===== src/rtl/core/gpio_edge_event_dispatcher_macros.svh =====
// assertion helpers shared by the dispatcher modules
`ifndef GPIO_EDGE_EVENT_DISPATCHER_MACROS_SVH
`define GPIO_EDGE_EVENT_DISPATCHER_MACROS_SVH

// consequent must hold in the same cycle as the antecedent
`define GED_ASSERT_SAME(lbl, clk_s, rstn_s, ante, cons, msg) \
  lbl: assert property (@(posedge clk_s) disable iff (!rstn_s) (ante) |-> (cons)) \
    else $error(msg);

// consequent must hold in the cycle after the antecedent
`define GED_ASSERT_NEXT(lbl, clk_s, rstn_s, ante, cons, msg) \
  lbl: assert property (@(posedge clk_s) disable iff (!rstn_s) (ante) |=> (cons)) \
    else $error(msg);

`endif


===== src/rtl/core/ged_pkg.sv =====
package ged_pkg;

  // field widths of the channels
  localparam int KIND_W = 3;
  localparam int PORT_W = 2;
  localparam int PIN_W  = 5;
  localparam int ID_W   = 6;
  localparam int WORD_W = 32;
  localparam int CODE_W = 8;

  // item kinds
  localparam logic [KIND_W-1:0] KIND_MAP    = 3'd0;
  localparam logic [KIND_W-1:0] KIND_EVENTS = 3'd1;
  localparam logic [KIND_W-1:0] KIND_SCAN   = 3'd2;
  localparam logic [KIND_W-1:0] KIND_WRITE  = 3'd3;
  localparam logic [KIND_W-1:0] KIND_TOGGLE = 3'd4;
  localparam logic [KIND_W-1:0] KIND_READ   = 3'd5;

  // commands from the controller to the datapath
  typedef struct packed {
    logic load;
    logic bit_clr;
    logic bit_inc;
    logic commit;
    logic flush;
  } ged_cmd_t;

  // status from the datapath to the controller
  typedef struct packed {
    logic is_scan;
    logic item_ok;
    logic bit_active;
    logic bit_last;
    logic out_free;
    logic pend_vld;
  } ged_sts_t;

endpackage


===== src/rtl/core/ged_if.sv =====
// input item channel
interface ged_in_if;
  import ged_pkg::*;
  logic              valid;
  logic              ready;
  logic [KIND_W-1:0] kind;
  logic [PORT_W-1:0] port;
  logic [PIN_W-1:0]  pin;
  logic [ID_W-1:0]   id;
  logic              value;
  logic [WORD_W-1:0] status_bits;
  logic [WORD_W-1:0] level_bits;
  logic [CODE_W-1:0] up_code;
  logic [CODE_W-1:0] dn_code;
  modport source (output valid, kind, port, pin, id, value, status_bits, level_bits,
                  up_code, dn_code, input ready);
  modport sink (input valid, kind, port, pin, id, value, status_bits, level_bits,
                up_code, dn_code, output ready);
endinterface

// result channel
interface ged_out_if;
  import ged_pkg::*;
  logic              valid;
  logic              ready;
  logic              has_event;
  logic [CODE_W-1:0] event_code;
  logic              level;
  logic [PORT_W-1:0] drive_port;
  logic [PIN_W-1:0]  drive_pin;
  logic              last;
  modport source (output valid, has_event, event_code, level, drive_port, drive_pin, last,
                  input ready);
  modport sink (input valid, has_event, event_code, level, drive_port, drive_pin, last,
                output ready);
endinterface

// none-code register write channel
interface ged_cfg_if;
  import ged_pkg::*;
  logic              valid;
  logic              ready;
  logic [CODE_W-1:0] data;
  modport source (output valid, data, input ready);
  modport sink (input valid, data, output ready);
endinterface


===== src/rtl/core/ged_ctrl.sv =====
`include "gpio_edge_event_dispatcher_macros.svh"

module ged_ctrl (
  input  logic             clk,
  input  logic             rst_n,
  input  logic             in_valid,
  output logic             in_ready,
  input  ged_pkg::ged_sts_t sts,
  output ged_pkg::ged_cmd_t cmd
);
  import ged_pkg::*;

  localparam logic [2:0] ST_IDLE  = 3'd0;
  localparam logic [2:0] ST_CHECK = 3'd1;
  localparam logic [2:0] ST_SCAN  = 3'd2;
  localparam logic [2:0] ST_PMAP  = 3'd3;
  localparam logic [2:0] ST_EXE   = 3'd4;
  localparam logic [2:0] ST_FLUSH = 3'd5;

  logic [2:0] state_r;
  logic [2:0] state_nxt;

  // next state and commands
  always_comb begin
    state_nxt = state_r;
    cmd       = '0;
    in_ready  = 1'b0;
    case (state_r)
      ST_IDLE: begin
        in_ready = 1'b1;
        if (in_valid) begin
          cmd.load  = 1'b1;
          state_nxt = ST_CHECK;
        end
      end
      ST_CHECK: begin
        if (!sts.item_ok) begin
          state_nxt = ST_IDLE;
        end else if (sts.is_scan) begin
          cmd.bit_clr = 1'b1;
          state_nxt   = ST_SCAN;
        end else begin
          state_nxt = ST_EXE;
        end
      end
      ST_SCAN: begin
        if (sts.bit_active) begin
          state_nxt = ST_PMAP;
        end else if (sts.bit_last) begin
          state_nxt = ST_FLUSH;
        end else begin
          cmd.bit_inc = 1'b1;
        end
      end
      ST_PMAP: begin
        state_nxt = ST_EXE;
      end
      ST_EXE: begin
        if (sts.out_free) begin
          cmd.commit = 1'b1;
          if (sts.is_scan && !sts.bit_last) begin
            cmd.bit_inc = 1'b1;
            state_nxt   = ST_SCAN;
          end else begin
            state_nxt = ST_FLUSH;
          end
        end
      end
      ST_FLUSH: begin
        if (!sts.pend_vld) begin
          state_nxt = ST_IDLE;
        end else if (sts.out_free) begin
          cmd.flush = 1'b1;
          state_nxt = ST_IDLE;
        end
      end
      default: begin
        state_nxt = ST_IDLE;
      end
    endcase
  end

  // state register
  always_ff @(posedge clk) begin
    if (!rst_n) begin
      state_r <= ST_IDLE;
    end else begin
      state_r <= state_nxt;
    end
  end

  `GED_ASSERT_SAME(a_commit_free, clk, rst_n, cmd.commit || cmd.flush, sts.out_free, "result word issued while output slot busy")
  `GED_ASSERT_SAME(a_inc_not_last, clk, rst_n, cmd.bit_inc, !sts.bit_last, "scan index stepped past last pin")

endmodule


===== src/rtl/core/ged_dp.sv =====
`include "gpio_edge_event_dispatcher_macros.svh"

module ged_dp #(
  parameter int NUM_LINES     = 64,
  parameter int NUM_PORTS     = 4,
  parameter int PINS_PER_PORT = 32,
  parameter int CODE_WIDTH    = 8
) (
  input  logic                       clk,
  input  logic                       rst_n,
  input  ged_pkg::ged_cmd_t          cmd,
  output ged_pkg::ged_sts_t          sts,
  input  logic [ged_pkg::KIND_W-1:0] in_kind,
  input  logic [ged_pkg::PORT_W-1:0] in_port,
  input  logic [ged_pkg::PIN_W-1:0]  in_pin,
  input  logic [ged_pkg::ID_W-1:0]   in_id,
  input  logic                       in_value,
  input  logic [ged_pkg::WORD_W-1:0] in_status_bits,
  input  logic [ged_pkg::WORD_W-1:0] in_level_bits,
  input  logic [ged_pkg::CODE_W-1:0] in_up_code,
  input  logic [ged_pkg::CODE_W-1:0] in_dn_code,
  input  logic                       cfg_valid,
  input  logic [ged_pkg::CODE_W-1:0] cfg_data,
  output logic                       out_valid,
  input  logic                       out_ready,
  output logic                       out_has_event,
  output logic [ged_pkg::CODE_W-1:0] out_event_code,
  output logic                       out_level,
  output logic [ged_pkg::PORT_W-1:0] out_drive_port,
  output logic [ged_pkg::PIN_W-1:0]  out_drive_pin,
  output logic                       out_last
);
  import ged_pkg::*;

  localparam int LINE_W  = (NUM_LINES > 1) ? $clog2(NUM_LINES) : 1;
  localparam int SLOTS   = NUM_PORTS * PINS_PER_PORT;
  localparam int SLOT_W  = (SLOTS > 1) ? $clog2(SLOTS) : 1;
  localparam int BIT_W   = (PINS_PER_PORT > 1) ? $clog2(PINS_PER_PORT) : 1;
  localparam int ENTRY_W = 1 + 2 * CODE_WIDTH + PORT_W + PIN_W;

  // latched item
  logic [KIND_W-1:0]     kind_r;
  logic [PORT_W-1:0]     port_r;
  logic [PIN_W-1:0]      pin_r;
  logic [ID_W-1:0]       id_r;
  logic                  value_r;
  logic [WORD_W-1:0]     status_r;
  logic [WORD_W-1:0]     level_r;
  logic [CODE_WIDTH-1:0] up_r;
  logic [CODE_WIDTH-1:0] dn_r;
  logic [CODE_WIDTH-1:0] none_code_r;

  logic [WORD_W-1:0] up_ext;
  logic [WORD_W-1:0] dn_ext;
  logic [WORD_W-1:0] cfg_ext;

  assign up_ext  = WORD_W'(in_up_code);
  assign dn_ext  = WORD_W'(in_dn_code);
  assign cfg_ext = WORD_W'(cfg_data);

  always_ff @(posedge clk) begin
    if (cmd.load) begin
      kind_r   <= in_kind;
      port_r   <= in_port;
      pin_r    <= in_pin;
      id_r     <= in_id;
      value_r  <= in_value;
      status_r <= in_status_bits;
      level_r  <= in_level_bits;
      up_r     <= up_ext[CODE_WIDTH-1:0];
      dn_r     <= dn_ext[CODE_WIDTH-1:0];
    end
  end

  // none-code register
  always_ff @(posedge clk) begin
    if (!rst_n) begin
      none_code_r <= '0;
    end else if (cfg_valid) begin
      none_code_r <= cfg_ext[CODE_WIDTH-1:0];
    end
  end

  // item range checks
  logic is_scan;
  logic kind_known;
  logic port_ok;
  logic pin_ok;
  logic id_ok;
  logic item_ok;

  assign is_scan = (kind_r == KIND_SCAN);
  assign port_ok = (WORD_W'(port_r) < WORD_W'(NUM_PORTS));
  assign pin_ok  = (WORD_W'(pin_r) < WORD_W'(PINS_PER_PORT));
  assign id_ok   = (WORD_W'(id_r) < WORD_W'(NUM_LINES));

  always_comb begin
    case (kind_r)
      KIND_MAP, KIND_EVENTS, KIND_WRITE, KIND_TOGGLE, KIND_READ: kind_known = 1'b1;
      default: kind_known = 1'b0;
    endcase
  end

  always_comb begin
    if (is_scan) begin
      item_ok = port_ok;
    end else begin
      item_ok = kind_known && id_ok && ((kind_r != KIND_MAP) || (port_ok && pin_ok));
    end
  end

  // scan bit index
  logic [BIT_W-1:0] bit_r;
  logic [BIT_W-1:0] bit_nxt;
  logic             bit_last;

  always_comb begin
    bit_nxt = bit_r;
    if (cmd.bit_clr) begin
      bit_nxt = '0;
    end else if (cmd.bit_inc) begin
      bit_nxt = bit_r + BIT_W'(1);
    end
  end

  always_ff @(posedge clk) begin
    bit_r <= bit_nxt;
  end

  assign bit_last = (WORD_W'(bit_r) == WORD_W'(PINS_PER_PORT - 1));

  // pin map slot, from the scan index or the map item's pin
  logic [WORD_W-1:0] slot_wide;
  logic [SLOT_W-1:0] slot;
  logic [WORD_W-1:0] id_wide;
  logic [LINE_W-1:0] id_line;

  assign slot_wide = WORD_W'(port_r) * WORD_W'(PINS_PER_PORT)
                   + (is_scan ? WORD_W'(bit_r) : WORD_W'(pin_r));
  assign slot      = slot_wide[SLOT_W-1:0];
  assign id_wide   = WORD_W'(id_r);
  assign id_line   = id_wide[LINE_W-1:0];

  // pin map memory with valid bits
  logic [LINE_W-1:0] pmap_mem [SLOTS];
  logic [LINE_W-1:0] pmap_rd_r;
  logic [SLOTS-1:0]  pmap_vld_r;
  logic              pmap_we;

  assign pmap_we = cmd.commit && (kind_r == KIND_MAP);

  always_ff @(posedge clk) begin
    if (pmap_we) begin
      pmap_mem[slot] <= id_line;
    end
    pmap_rd_r <= pmap_mem[slot];
  end

  always_ff @(posedge clk) begin
    if (!rst_n) begin
      pmap_vld_r <= '0;
    end else if (pmap_we) begin
      pmap_vld_r[slot] <= 1'b1;
    end
  end

  // line memory: level, rise code, fall code, port, pin
  logic [ENTRY_W-1:0]   line_mem [NUM_LINES];
  logic [ENTRY_W-1:0]   line_rd_r;
  logic [NUM_LINES-1:0] line_vld_r;
  logic [LINE_W-1:0]    line_addr;
  logic [ENTRY_W-1:0]   cur_entry;
  logic [ENTRY_W-1:0]   new_entry;
  logic                 line_we;

  assign line_addr = is_scan ? pmap_rd_r : id_line;
  assign cur_entry = line_vld_r[line_addr] ? line_rd_r : '0;
  assign line_we   = cmd.commit;

  always_ff @(posedge clk) begin
    if (line_we) begin
      line_mem[line_addr] <= new_entry;
    end
    line_rd_r <= line_mem[line_addr];
  end

  always_ff @(posedge clk) begin
    if (!rst_n) begin
      line_vld_r <= '0;
    end else if (line_we) begin
      line_vld_r[line_addr] <= 1'b1;
    end
  end

  // line update
  logic                  old_lvl;
  logic [CODE_WIDTH-1:0] old_rise;
  logic [CODE_WIDTH-1:0] old_fall;
  logic [PORT_W-1:0]     old_port;
  logic [PIN_W-1:0]      old_pin;
  logic                  new_lvl;
  logic [CODE_WIDTH-1:0] new_rise;
  logic [CODE_WIDTH-1:0] new_fall;
  logic [PORT_W-1:0]     new_port;
  logic [PIN_W-1:0]      new_pin;
  logic                  upd;
  logic                  rise_e;
  logic                  fall_e;
  logic                  ev;
  logic [WORD_W-1:0]     code_wide;
  logic [CODE_W-1:0]     ev_code;
  logic                  has_result;

  assign {old_lvl, old_rise, old_fall, old_port, old_pin} = cur_entry;

  always_comb begin
    new_lvl  = old_lvl;
    new_rise = old_rise;
    new_fall = old_fall;
    new_port = old_port;
    new_pin  = old_pin;
    upd      = 1'b0;
    case (kind_r)
      KIND_MAP: begin
        new_lvl  = value_r;
        new_rise = none_code_r;
        new_fall = none_code_r;
        new_port = port_r;
        new_pin  = pin_r;
      end
      KIND_EVENTS: begin
        new_rise = up_r;
        new_fall = dn_r;
      end
      KIND_SCAN: begin
        new_lvl = level_r[bit_r];
        upd     = 1'b1;
      end
      KIND_WRITE: begin
        new_lvl = value_r;
        upd     = 1'b1;
      end
      KIND_TOGGLE: begin
        new_lvl = ~old_lvl;
        upd     = 1'b1;
      end
      default: begin
        new_lvl = old_lvl;
      end
    endcase
  end

  assign new_entry  = {new_lvl, new_rise, new_fall, new_port, new_pin};
  assign rise_e     = upd && !old_lvl && new_lvl;
  assign fall_e     = upd && old_lvl && !new_lvl;
  assign ev         = (rise_e && (old_rise != none_code_r))
                   || (fall_e && (old_fall != none_code_r));
  assign code_wide  = rise_e ? WORD_W'(old_rise) : WORD_W'(old_fall);
  assign ev_code    = ev ? code_wide[CODE_W-1:0] : '0;
  assign has_result = !is_scan || ev;

  // pending result word, held until the next one shows whether it is last
  logic              pend_vld_r;
  logic              pend_vld_nxt;
  logic              pend_ev_r;
  logic [CODE_W-1:0] pend_code_r;
  logic              pend_lvl_r;
  logic [PORT_W-1:0] pend_port_r;
  logic [PIN_W-1:0]  pend_pin_r;
  logic              pend_load;

  assign pend_load = cmd.commit && has_result;

  always_comb begin
    pend_vld_nxt = pend_vld_r;
    if (pend_load) begin
      pend_vld_nxt = 1'b1;
    end else if (cmd.flush) begin
      pend_vld_nxt = 1'b0;
    end
  end

  always_ff @(posedge clk) begin
    if (!rst_n) begin
      pend_vld_r <= 1'b0;
    end else begin
      pend_vld_r <= pend_vld_nxt;
    end
  end

  always_ff @(posedge clk) begin
    if (pend_load) begin
      pend_ev_r   <= ev;
      pend_code_r <= ev_code;
      pend_lvl_r  <= new_lvl;
      pend_port_r <= new_port;
      pend_pin_r  <= new_pin;
    end
  end

  // output register
  logic              out_valid_r;
  logic              out_valid_nxt;
  logic              out_ev_r;
  logic [CODE_W-1:0] out_code_r;
  logic              out_lvl_r;
  logic [PORT_W-1:0] out_port_r;
  logic [PIN_W-1:0]  out_pin_r;
  logic              out_last_r;
  logic              push;

  assign push = (pend_load && pend_vld_r) || cmd.flush;

  always_comb begin
    out_valid_nxt = out_valid_r;
    if (push) begin
      out_valid_nxt = 1'b1;
    end else if (out_ready) begin
      out_valid_nxt = 1'b0;
    end
  end

  always_ff @(posedge clk) begin
    if (!rst_n) begin
      out_valid_r <= 1'b0;
    end else begin
      out_valid_r <= out_valid_nxt;
    end
  end

  always_ff @(posedge clk) begin
    if (push) begin
      out_ev_r   <= pend_ev_r;
      out_code_r <= pend_code_r;
      out_lvl_r  <= pend_lvl_r;
      out_port_r <= pend_port_r;
      out_pin_r  <= pend_pin_r;
      out_last_r <= cmd.flush;
    end
  end

  assign out_valid      = out_valid_r;
  assign out_has_event  = out_ev_r;
  assign out_event_code = out_code_r;
  assign out_level      = out_lvl_r;
  assign out_drive_port = out_port_r;
  assign out_drive_pin  = out_pin_r;
  assign out_last       = out_last_r;

  // status to the controller
  always_comb begin
    sts            = '0;
    sts.is_scan    = is_scan;
    sts.item_ok    = item_ok;
    sts.bit_active = status_r[bit_r] && pmap_vld_r[slot];
    sts.bit_last   = bit_last;
    sts.out_free   = !out_valid_r || out_ready;
    sts.pend_vld   = pend_vld_r;
  end

  `GED_ASSERT_SAME(a_push_free, clk, rst_n, push && out_valid_r, out_ready, "result word overwritten before taken")
  `GED_ASSERT_NEXT(a_flush_drains, clk, rst_n, cmd.flush, !pend_vld_r, "pending word kept after flush")
  `GED_ASSERT_SAME(a_single_pend, clk, rst_n, cmd.commit && !is_scan, !pend_vld_r, "pending word left over from earlier item")

endmodule


===== src/rtl/core/gpio_edge_event_dispatcher.sv =====
// channel   direction  handshake          carries
// in_ch     in         valid / ready      one item: kind, port, pin, id, value, status, levels, codes
// out_ch    out        valid / ready      one result word: event, code, level, drive place, last
// cfg_ch    in         valid / ready      none-code register write data
//
// map, set-events, write, toggle and read items go from accept through the check, update and final steps.
// a scan walks the port's status bits one bit per cycle, pausing at each set and mapped bit
// for the pin map then line memory read and the update step of that line.
// one item is worked at a time; in_ch is ready only while no item is in progress.
// rst_n is synchronous; it clears all pin map and line valid bits and the none code at once.
// a stalled out_ch holds the block in its update or final step until the word is taken.
module gpio_edge_event_dispatcher #(
  parameter int NUM_LINES     = 64,
  parameter int NUM_PORTS     = 4,
  parameter int PINS_PER_PORT = 32,
  parameter int CODE_WIDTH    = 8
) (
  input logic       clk,
  input logic       rst_n,
  ged_in_if.sink    in_ch,
  ged_out_if.source out_ch,
  ged_cfg_if.sink   cfg_ch
);
  import ged_pkg::*;

  ged_cmd_t cmd;
  ged_sts_t sts;

  // configuration writes are always taken
  assign cfg_ch.ready = 1'b1;

  // sequencer
  ged_ctrl u_ctrl (
    .clk      (clk),
    .rst_n    (rst_n),
    .in_valid (in_ch.valid),
    .in_ready (in_ch.ready),
    .sts      (sts),
    .cmd      (cmd)
  );

  // maps, line store and result registers
  ged_dp #(
    .NUM_LINES     (NUM_LINES),
    .NUM_PORTS     (NUM_PORTS),
    .PINS_PER_PORT (PINS_PER_PORT),
    .CODE_WIDTH    (CODE_WIDTH)
  ) u_dp (
    .clk            (clk),
    .rst_n          (rst_n),
    .cmd            (cmd),
    .sts            (sts),
    .in_kind        (in_ch.kind),
    .in_port        (in_ch.port),
    .in_pin         (in_ch.pin),
    .in_id          (in_ch.id),
    .in_value       (in_ch.value),
    .in_status_bits (in_ch.status_bits),
    .in_level_bits  (in_ch.level_bits),
    .in_up_code     (in_ch.up_code),
    .in_dn_code     (in_ch.dn_code),
    .cfg_valid      (cfg_ch.valid),
    .cfg_data       (cfg_ch.data),
    .out_valid      (out_ch.valid),
    .out_ready      (out_ch.ready),
    .out_has_event  (out_ch.has_event),
    .out_event_code (out_ch.event_code),
    .out_level      (out_ch.level),
    .out_drive_port (out_ch.drive_port),
    .out_drive_pin  (out_ch.drive_pin),
    .out_last       (out_ch.last)
  );

endmodule


===== src/flat_wrapper.sv =====
// flat-port wrapper written by rule: the top's interface ports become plain ports
module gpio_edge_event_dispatcher_flat import ged_pkg::*;
#(
  parameter int NUM_LINES     = 64,
  parameter int NUM_PORTS     = 4,
  parameter int PINS_PER_PORT = 32,
  parameter int CODE_WIDTH    = 8
)
  (clk, rst_n, in_ch_valid, in_ch_kind, in_ch_port, in_ch_pin, in_ch_id, in_ch_value, in_ch_status_bits, in_ch_level_bits, in_ch_up_code, in_ch_dn_code, in_ch_ready, out_ch_valid, out_ch_has_event, out_ch_event_code, out_ch_level, out_ch_drive_port, out_ch_drive_pin, out_ch_last, out_ch_ready, cfg_ch_valid, cfg_ch_data, cfg_ch_ready);
  ged_in_if in_ch_i ();
  ged_out_if out_ch_i ();
  ged_cfg_if cfg_ch_i ();
  input logic clk;
  input logic rst_n;
  input wire logic [$bits(in_ch_i.valid)-1:0] in_ch_valid;
  input wire logic [$bits(in_ch_i.kind)-1:0] in_ch_kind;
  input wire logic [$bits(in_ch_i.port)-1:0] in_ch_port;
  input wire logic [$bits(in_ch_i.pin)-1:0] in_ch_pin;
  input wire logic [$bits(in_ch_i.id)-1:0] in_ch_id;
  input wire logic [$bits(in_ch_i.value)-1:0] in_ch_value;
  input wire logic [$bits(in_ch_i.status_bits)-1:0] in_ch_status_bits;
  input wire logic [$bits(in_ch_i.level_bits)-1:0] in_ch_level_bits;
  input wire logic [$bits(in_ch_i.up_code)-1:0] in_ch_up_code;
  input wire logic [$bits(in_ch_i.dn_code)-1:0] in_ch_dn_code;
  output wire logic [$bits(in_ch_i.ready)-1:0] in_ch_ready;
  output wire logic [$bits(out_ch_i.valid)-1:0] out_ch_valid;
  output wire logic [$bits(out_ch_i.has_event)-1:0] out_ch_has_event;
  output wire logic [$bits(out_ch_i.event_code)-1:0] out_ch_event_code;
  output wire logic [$bits(out_ch_i.level)-1:0] out_ch_level;
  output wire logic [$bits(out_ch_i.drive_port)-1:0] out_ch_drive_port;
  output wire logic [$bits(out_ch_i.drive_pin)-1:0] out_ch_drive_pin;
  output wire logic [$bits(out_ch_i.last)-1:0] out_ch_last;
  input wire logic [$bits(out_ch_i.ready)-1:0] out_ch_ready;
  input wire logic [$bits(cfg_ch_i.valid)-1:0] cfg_ch_valid;
  input wire logic [$bits(cfg_ch_i.data)-1:0] cfg_ch_data;
  output wire logic [$bits(cfg_ch_i.ready)-1:0] cfg_ch_ready;
  assign in_ch_i.valid = in_ch_valid;
  assign in_ch_i.kind = in_ch_kind;
  assign in_ch_i.port = in_ch_port;
  assign in_ch_i.pin = in_ch_pin;
  assign in_ch_i.id = in_ch_id;
  assign in_ch_i.value = in_ch_value;
  assign in_ch_i.status_bits = in_ch_status_bits;
  assign in_ch_i.level_bits = in_ch_level_bits;
  assign in_ch_i.up_code = in_ch_up_code;
  assign in_ch_i.dn_code = in_ch_dn_code;
  assign in_ch_ready = in_ch_i.ready;
  assign out_ch_valid = out_ch_i.valid;
  assign out_ch_has_event = out_ch_i.has_event;
  assign out_ch_event_code = out_ch_i.event_code;
  assign out_ch_level = out_ch_i.level;
  assign out_ch_drive_port = out_ch_i.drive_port;
  assign out_ch_drive_pin = out_ch_i.drive_pin;
  assign out_ch_last = out_ch_i.last;
  assign out_ch_i.ready = out_ch_ready;
  assign cfg_ch_i.valid = cfg_ch_valid;
  assign cfg_ch_i.data = cfg_ch_data;
  assign cfg_ch_ready = cfg_ch_i.ready;
  gpio_edge_event_dispatcher #(.NUM_LINES(NUM_LINES), .NUM_PORTS(NUM_PORTS), .PINS_PER_PORT(PINS_PER_PORT), .CODE_WIDTH(CODE_WIDTH)) u_core (.clk(clk), .rst_n(rst_n), .in_ch(in_ch_i), .out_ch(out_ch_i), .cfg_ch(cfg_ch_i));
endmodule

===== config.mk =====
export PLATFORM = sky130hd
export DESIGN_NAME = gpio_edge_event_dispatcher_flat
export DESIGN_NICKNAME = d
export VERILOG_FILES = /design/src/rtl/core/ged_pkg.sv /design/src/rtl/core/ged_if.sv /design/src/rtl/core/ged_ctrl.sv /design/src/rtl/core/ged_dp.sv /design/src/rtl/core/gpio_edge_event_dispatcher.sv /design/src/flat_wrapper.sv
export VERILOG_INCLUDE_DIRS = /design/src /design/src/rtl/core
export SDC_FILE = /design/constraint.sdc
export NUM_CORES = 2
export LEC_CHECK = 0
export ABC_AREA = 1
export BUFFER_PORTS_ARGS = -buffer_cell sky130_fd_sc_hd__buf_2
export CAP_MARGIN = 10
export CORE_AREA = 2 2 426 428
export CTS_CLUSTER_SIZE = 8
export DETAILED_ROUTE_END_ITERATION = 10
export DIE_AREA = 0 0 428 430
export PLACE_DENSITY_LB_ADDON = 0.15
export SYNTH_ARGS = -nofsm -noshare
export SYNTH_HDL_FRONTEND = slang
export SYNTH_SLANG_ARGS = --single-unit

===== constraint.sdc =====
create_clock -name clk -period 5.2 [get_ports clk]
set_input_delay 0.26 -clock clk [delete_from_list [all_inputs] [get_ports clk]]
set_output_delay 0.26 -clock clk [all_outputs]
set_load 0.02 [all_outputs]

**Yosys cells after proc, flatten, opt, wreduce, memory -nomap -nowiden**

Memory sizes are Yosys's and may differ from the RTL's. A register that Yosys moved wholly into a read port is not among the register bits.
Index checks and enable logic that the tools add are counted.

- Reductions and logical operators: 30
- Bitwise logic cells: 3
- Multiplexer cells: 57
- Eq/ne operators: 17
- $lt $le $gt $ge: 5
- $add $sub $neg: 2

Operators with widths:

| operator | count |
|---|---|
| bitwise OR 128 bit | 1 |
| bitwise OR 64 bit | 1 |
| one-hot mux 8 bit (2 select lines) | 2 |
| two-way mux 1 bit | 30 |
| two-way mux 3 bit | 9 |
| two-way mux 24 bit | 1 |
| one-hot mux 3 bit (6 select lines) | 1 |
| != test 8 bit | 2 |
| logical AND 1 bit | 13 |
| equality test 3 x 2 -> 1 bit (second input constant) | 4 |
| equality test 3 bit (second input constant) | 4 |
| binary-select mux 1 bit (select 5 bit) | 2 |
| two-way mux 5 bit | 2 |
| < comparator 7 x 8 -> 1 bit (second input constant) | 1 |
| two-way mux 8 bit | 1 |
| adder 7 x 5 -> 7 bit | 1 |
| binary-select mux 1 bit (select 7 bit) | 1 |
| demux 1 bit (select 7 bit) | 1 |
| >= comparator 7 x 1 -> 1 bit (second input constant) | 1 |
| < comparator 6 x 7 -> 1 bit (second input constant) | 1 |
| binary-select mux 1 bit (select 6 bit) | 1 |
| demux 1 bit (select 6 bit) | 1 |
| equality test 3 x 1 -> 1 bit (second input constant) | 2 |
| >= comparator 6 x 1 -> 1 bit (second input constant) | 1 |
| 19 further kinds | 30 |

- Memories: 2
- Output and inout bits: 21
- Logic and storage cells: 143
- RAM bits: 2,304
- Bits in registers: 342

Memory list:

| name | words | width | rd ports | clocked after memory_dff | write ports | RTL line | text |
|---|---|---|---|---|---|---|---|
| u_core.u_dp.line_mem | 64 | 24 | 1 | 1 | 1 | ged_dp.sv:168 | `logic [ENTRY_W-1:0] line_mem [NUM_LINES];` |
| u_core.u_dp.pmap_mem | 128 | 6 | 1 | 1 | 1 | ged_dp.sv:145 | `logic [LINE_W-1:0] pmap_mem [SLOTS];` |

**Depth between registers and ports, before layout**

- Depth in word-level cells: 16
- Gate-level depth with buffers: 26
- Gate-level depth less buffers: 24

**Cells and area by module**

A second synthesis with hierarchy kept.

- Cell total of the unflattened synthesis: 6,358
- Area, all modules: 98,015.3 um^2

Modules (own cells, without submodules):

| module | seq. area each (um^2) | cells each | area an instance (um^2) | instances |
|---|---|---|---|---|
| ged_dp | 77,894.7 | 6,298 | 97,692.4 | 1 |
| ged_ctrl | 60.1 | 58 | 311.5 | 1 |
| gpio_edge_event_dispatcher | 0.0 | 2 | 11.3 | 1 |

**Least setup slack after synthesis**

OpenSTA, ideal clock, no wires.

- Path kind: register -> register
- Start point: register u_core.u_dp.id_r[0] (netlist: u_core.u_dp.id_line[0])
- End point: memory u_core.u_dp.line_mem[0][14] (netlist name), data pin
- Cell stages (with the launch flop): 13
- Library setup time: 0.542 ns
- Path slack: -0.420 ns
- Data required time: 4.658 ns
- Data arrival time: 5.078 ns
- Cells stage by stage: edfxtp_1 -> nand2_1 -> nand2_2 -> buf_6 -> nand2_1 -> nand3_1 -> nand2_1 -> o21ai_1 -> nand2_1 -> nor2_4 -> buf_2 -> nand3_1 -> o211ai_1

- Cells in the longest elaborated chain, start to end: 5

RTL lines:

| element | RTL line | text |
|---|---|---|
| from (decl) | ged_dp.sv:45 | `logic [ID_W-1:0] id_r;` |
| from (signal assigned) | ged_dp.sv:66 | `id_r <= in_id;` |
| two-way mux 6 bit | ged_dp.sv:176 | `assign line_addr = is_scan ? pmap_rd_r : id_line;` |
| binary-select mux 1 bit (select 6 bit) | ged_dp.sv:177 | `assign cur_entry = line_vld_r[line_addr] ? line_rd_r : '0;` |
| two-way mux 1 bit (implied by the code) | ged_dp.sv:177 |  |
| two-way mux 24 bit | ged_dp.sv:177 |  |
| one-hot mux 8 bit (2 select lines) | ged_dp.sv:223 | `case (kind_r)` |
| via u_core.u_dp.new_fall[7] | ged_dp.sv:203 | `logic [CODE_WIDTH-1:0] new_fall;` |
| to (decl) | ged_dp.sv:168 |  |

The timed path passes the listed nets, and every way through them passes these cells. The select of a mux whose other input is x is not followed.

**Final worst setup path**

- Start point: register u_core.u_dp.kind_r[2]
- End point: register u_core.u_dp.out_valid_r (netlist: u_core.u_dp.out_valid)

- Cells in the longest elaborated chain, start to end: 16

RTL lines:

| element | RTL line | text |
|---|---|---|
| from (decl) | ged_dp.sv:42 | `logic [KIND_W-1:0] kind_r;` |
| from (signal assigned) | ged_dp.sv:63 | `kind_r <= in_kind;` |
| equality test 3 x 2 -> 1 bit | ged_dp.sv:92, ged_dp.sv:223 |  |
| two-way mux 6 bit | ged_dp.sv:176 |  |
| binary-select mux 1 bit (select 6 bit) | ged_dp.sv:177 |  |
| two-way mux 1 bit (implied by the code) | ged_dp.sv:177 |  |
| two-way mux 24 bit | ged_dp.sv:177 |  |
| inverter 1 bit | ged_dp.sv:244 | `new_lvl = ~old_lvl;` |
| one-hot mux 1 bit (3 select lines) | ged_dp.sv:223 |  |
| logical NOT 1 bit | ged_dp.sv:255 | `assign fall_e = upd && old_lvl && !new_lvl;` |
| logical AND 1 bit | ged_dp.sv:255 |  |
| logical AND 1 bit | ged_dp.sv:257 | `\|\| (fall_e && (old_fall != none_code_r));` |
| logical OR 1 bit | ged_dp.sv:257 |  |
| logical OR 1 bit * | ged_dp.sv:260 | `assign has_result = !is_scan \|\| ev;` |
| logical AND 1 bit * | ged_dp.sv:272 | `assign pend_load = cmd.commit && has_result;` |
| logical AND 1 bit * | ged_dp.sv:312 | `assign push = (pend_load && pend_vld_r) \|\| cmd.flush;` |
| logical OR 1 bit * | ged_dp.sv:312 |  |
| two-way mux 1 bit / nonzero test 2 bit (equally long branches) | -- |  |
| to (signal assigned) | ged_dp.sv:327 | `out_valid_r <= out_valid_nxt;` |
| to (decl) | ged_dp.sv:302 | `logic out_valid_r;` |

Mark *: on every way between the ends. The rest lies on a longest branch, timed or not. The select of a mux whose other input is x is not followed.
A chain may end at the register's enable or synchronous reset.

==> metrics.yaml <==
outcome:
  status: "finished clean"
clock_tree:
  cts_root_buf: "clkbuf_16"
  clock-sinks: 2676
  numCtsBuffers: 384
  postCtsSetupBuffers: 0
  htreeDepth: 5
  insertion_delay_ns: 0.97
  clk_pin_slew_worst_paths_ns: 0.06
  cts_buffer_depth: 4
  cts_tree: "yes"
timing:
  hold_viol: 0
  setup_viol_count_final: 0
  tightest_slew_ns: 1.34
  slew_headroom: 0.110
  slew_viol_final: 0
  period_share: 0.920
  grt_setup_unrepaired: "no"
  fmax_mhz: 209
  clock-skew-final_ns: 0.0633
  fin_hold_ws_ns: 0.0237
  finalSetupTns_ns: 0
  fin_crit_ns: 4.78
routing:
  via_per_inst: 6.45
  wl_per_cell_um: 31.1
  first_pass_iters: 6
  route.detailed.drc: 0
  drt_wl_total_mm: 303
  final_antenna_net_count: 0
  via_count: 63006
  drt_iter0_drc: 8421
global_route:
  grt_pass1_vias: 61330
  track_usage: 0.325
  grt.overflow.total: 0
  antenna_found_initial: 14
  grt_first_pass_wirelength_mm: 434
  grt_max_degree: 104
logic_synthesis:
  synthCells: 6445
  async_flop_share: 0
  yosys_warnings: 0
  synth_seq_cells: 2676
  yosysTopAreaCell: "edfxtp_1"
  synth_fp_nets: 6557
  synth_area_leaders: "edfxtp_1 74%, a22oi_1 5.6%, dfxtp_1 4.9%, nand2_1 3.0%, nor2_1 2.7%"
  yosysSeqAreaShare: 0.793
  syn_area_um2: 98300
  synth_top_area_share: 0.744
  synth.distinct_cells: 54
  syn_avg_cell_area_um2: 15.3
  synth_edf_count: 2436
  synth_flop_cell: "edfxtp_1"
finish:
  syn2layout_area_growth_pct: 18.8
  final_design_area_no_fill_um2: 117000
  drive_gt1_frac: 0.148
  nFillCells: 12459
  final_nets: 7297
power_and_ir_drop:
  power.total_mw: 56.1
  p_seq_frac: 0.456
  power_density_nw_per_um2: 480
  power_switching_mw: 15.1
  netSwitchingFraction: 0.270
  ir_drop_v: 0.000601
  intPower_mw: 40.9
  p_leak_nw: 38.8
  pwr-share-comb: 0.150
  pwr-share-clk: 0.394
flow_run:
  maxCapViolations: 0
place:
  dp_hpwl_mm: 177
  place_congestion: 0.927
  placed_cell_area_um2: 105000
  numPortBuffers: 129
setup_path:
  crit_path_end_kind: "flip-flop"
  path_cells: "inv_2 -> nand2_1 -> nor2_2 -> nand2_1 -> nand2_4 -> nand2_1 -> nand3_1 -> nand2_1 -> o21ai_1 -> nand2_1 -> nor2_4 -> nand2_4 -> inv_4 -> nand2_2 -> nand2_1 -> nand3_2 -> inv_2 -> nand2_1 -> nand3_1 -> nand3_1 -> nand3_1 -> nand2_1 -> dlygate4sd3_1 -> inv_1"
  critical_path_arrival_ns: 5.66
  reg2reg_depth: 24
  max_stage_delay_ns: 0.55
  r2r_setup_slack_ns: 0.42
  cp-startpoint: "u_core.u_dp.kind_r[2]"
  cpMostUsedCell: "nand2_1"
  crit_type: "reg -> reg"
  startpoint_type: "flip-flop"
  regToRegStartpoint: "u_core.u_dp.kind_r[2]"
  worstPathMaxFanout: 37
  slowest_stage: "dlygate4sd3_1"
  cp.required_ns: 6.08
worst_hold_path:
  hold_depth: 2
  hold_class: "in -> reg"
  hold_start: "in_ch_up_code[7]"
floorplanning:
  die_h_um: 430
  core_um2: 180000
  die_width_um: 428
  io_pins: 131
  start_util: 0.547
  fp.dieArea_um2: 184000
  rows: 156
[layout make-up]
cell class                      count  area [um^2]  share of cell area
Clock buffer                      576        10500              0.0895
Inverter                          167          648             0.00555
Sequential cell                  2676        78000               0.667
Antenna cell                       11         27.5            0.000236
Multi-Input combinational cell   3262        18800               0.161
Timing Repair Buffer              694         5840              0.0500
Tap cell                         2370         2970              0.0254
Clock inverter                      6         61.3            0.000525
[worst max-delay path, delay by kind of cell, from the launching register on]
kind,cells,cell delay [ns]
buf+inv,5,1.12
compound gates,1,0.14
simple gates,18,3.00
flops,1,0.45
[layer usage]
| metal | routed length (um) | track usage |
|---|---|---|
| met1 | 112000 | 0.420 |
| met2 | 146000 | 0.528 |
| met3 | 27100 | 0.0570 |
| met4 | 18200 | 0.178 |
| met5 | 38 | 0 |
[flip-flops by register name, summed over array words and instances, names as in the netlist, 24 cells and up]
signal	count
u_core.u_dp.line_mem	1536
u_core.u_dp.pmap_mem	768
u_core.u_dp.pmap_vld_r	128
u_core.u_dp.line_vld_r	64
u_core.u_dp.level_r	32
u_core.u_dp.status_r	32
u_core.u_dp.line_rd_r	24
[power by group through the flow]
stage | sequential [mW] | combinational, mW | clock, mW
6_report | 25.6 | 8.39 | 22.1
5_1_grt | 25.6 | 8.79 | 23.2
4_1_cts | 25.6 | 8.27 | 22.2
3_5_place_dp | 26.0 | 8.14 | 0
3_3_place_gp | 26.0 | 8.04 | 0
2_1_floorplan | 26.1 | 4.03 | 0
[cell families (layout without fill, tap and decap cells)]
family	after synthesis	after routing	share of synthesized area
and+or+nand+nor	1946	1946	0.0852
AOI/OAI and AO/OA	1311	1311	0.100
DFF	2676	2676	0.793
buffers and inverters	507	1443	0.0211
other	1	12	0.0000381
adders and majority gates	2	2	0.000254
xor gates and xnor gates	2	2	0.000178
[cells in the final DEF (no fill, tap or decap), types with 44 or more instances in the layout]
master,n
edfxtp_1,2436
nand2_1,774
a22oi_1,737
nor2_1,642
clkbuf_16,390
buf_4,360
nand4_1,291
dfxtp_1,240
clkbuf_1,186
a221oi_1,168
dlygate4sd3_1,161
inv_1,137
buf_2,129
a22o_1,124
nand3_1,92
o21ai_0,70
nor2_2,53
o22ai_1,44
buf_12,44
[through the flow]
step | setup slack [ns] | cells | utilization
finish | 0.416 | 9762 | 0.650
floorplan | -0.396 | 6445 | -
global route | 0.0238 | 9758 | 0.650
CTS | 0.382 | 9751 | 0.649
detailed placement | 0.418 | 9008 | 0.582
global placement | 0.544 | 9008 | 0.582
[repair_timing]
| item | in CTS | in global routing |
|---|---|---|
| setup endpoints to repair | 0 | 36 |
| hold buffers | 161 | 0 |
| resized for setup | 0 | 3 |
| endpoints found under the hold margin | 174 | 0 |
[worst paths after layout]
kind | endpoint
max | u_core.u_dp.out_valid
min | u_core.u_dp.up_r[7]
max reg2reg | u_core.u_dp.out_valid
min reg2reg | u_core.u_dp.out_drive_pin[3]
[synthesized netlist by cell type, types with 7 or more instances]
cell	count
clkbuf_1	185
inv_2	18
nor3_1	10
nand2_1	775
a22oi_1	737
nand4_1	291
o22ai_1	44
nand3_1	105
clkinv_1	8
o21ai_1	29
buf_2	72
a22o_1	124
buf_1	69
edfxtp_1	2436
o21ai_0	77
o21ai_2	7
dfxtp_1	240
a21oi_1	42
a221oi_1	168
o211ai_1	17
buf_4	8
nor2_1	715
a31oi_1	13
o221ai_1	9
inv_1	140
a41oi_1	8
o22a_1	14
nor3_2	8
(Power assumes the default switching activity.)
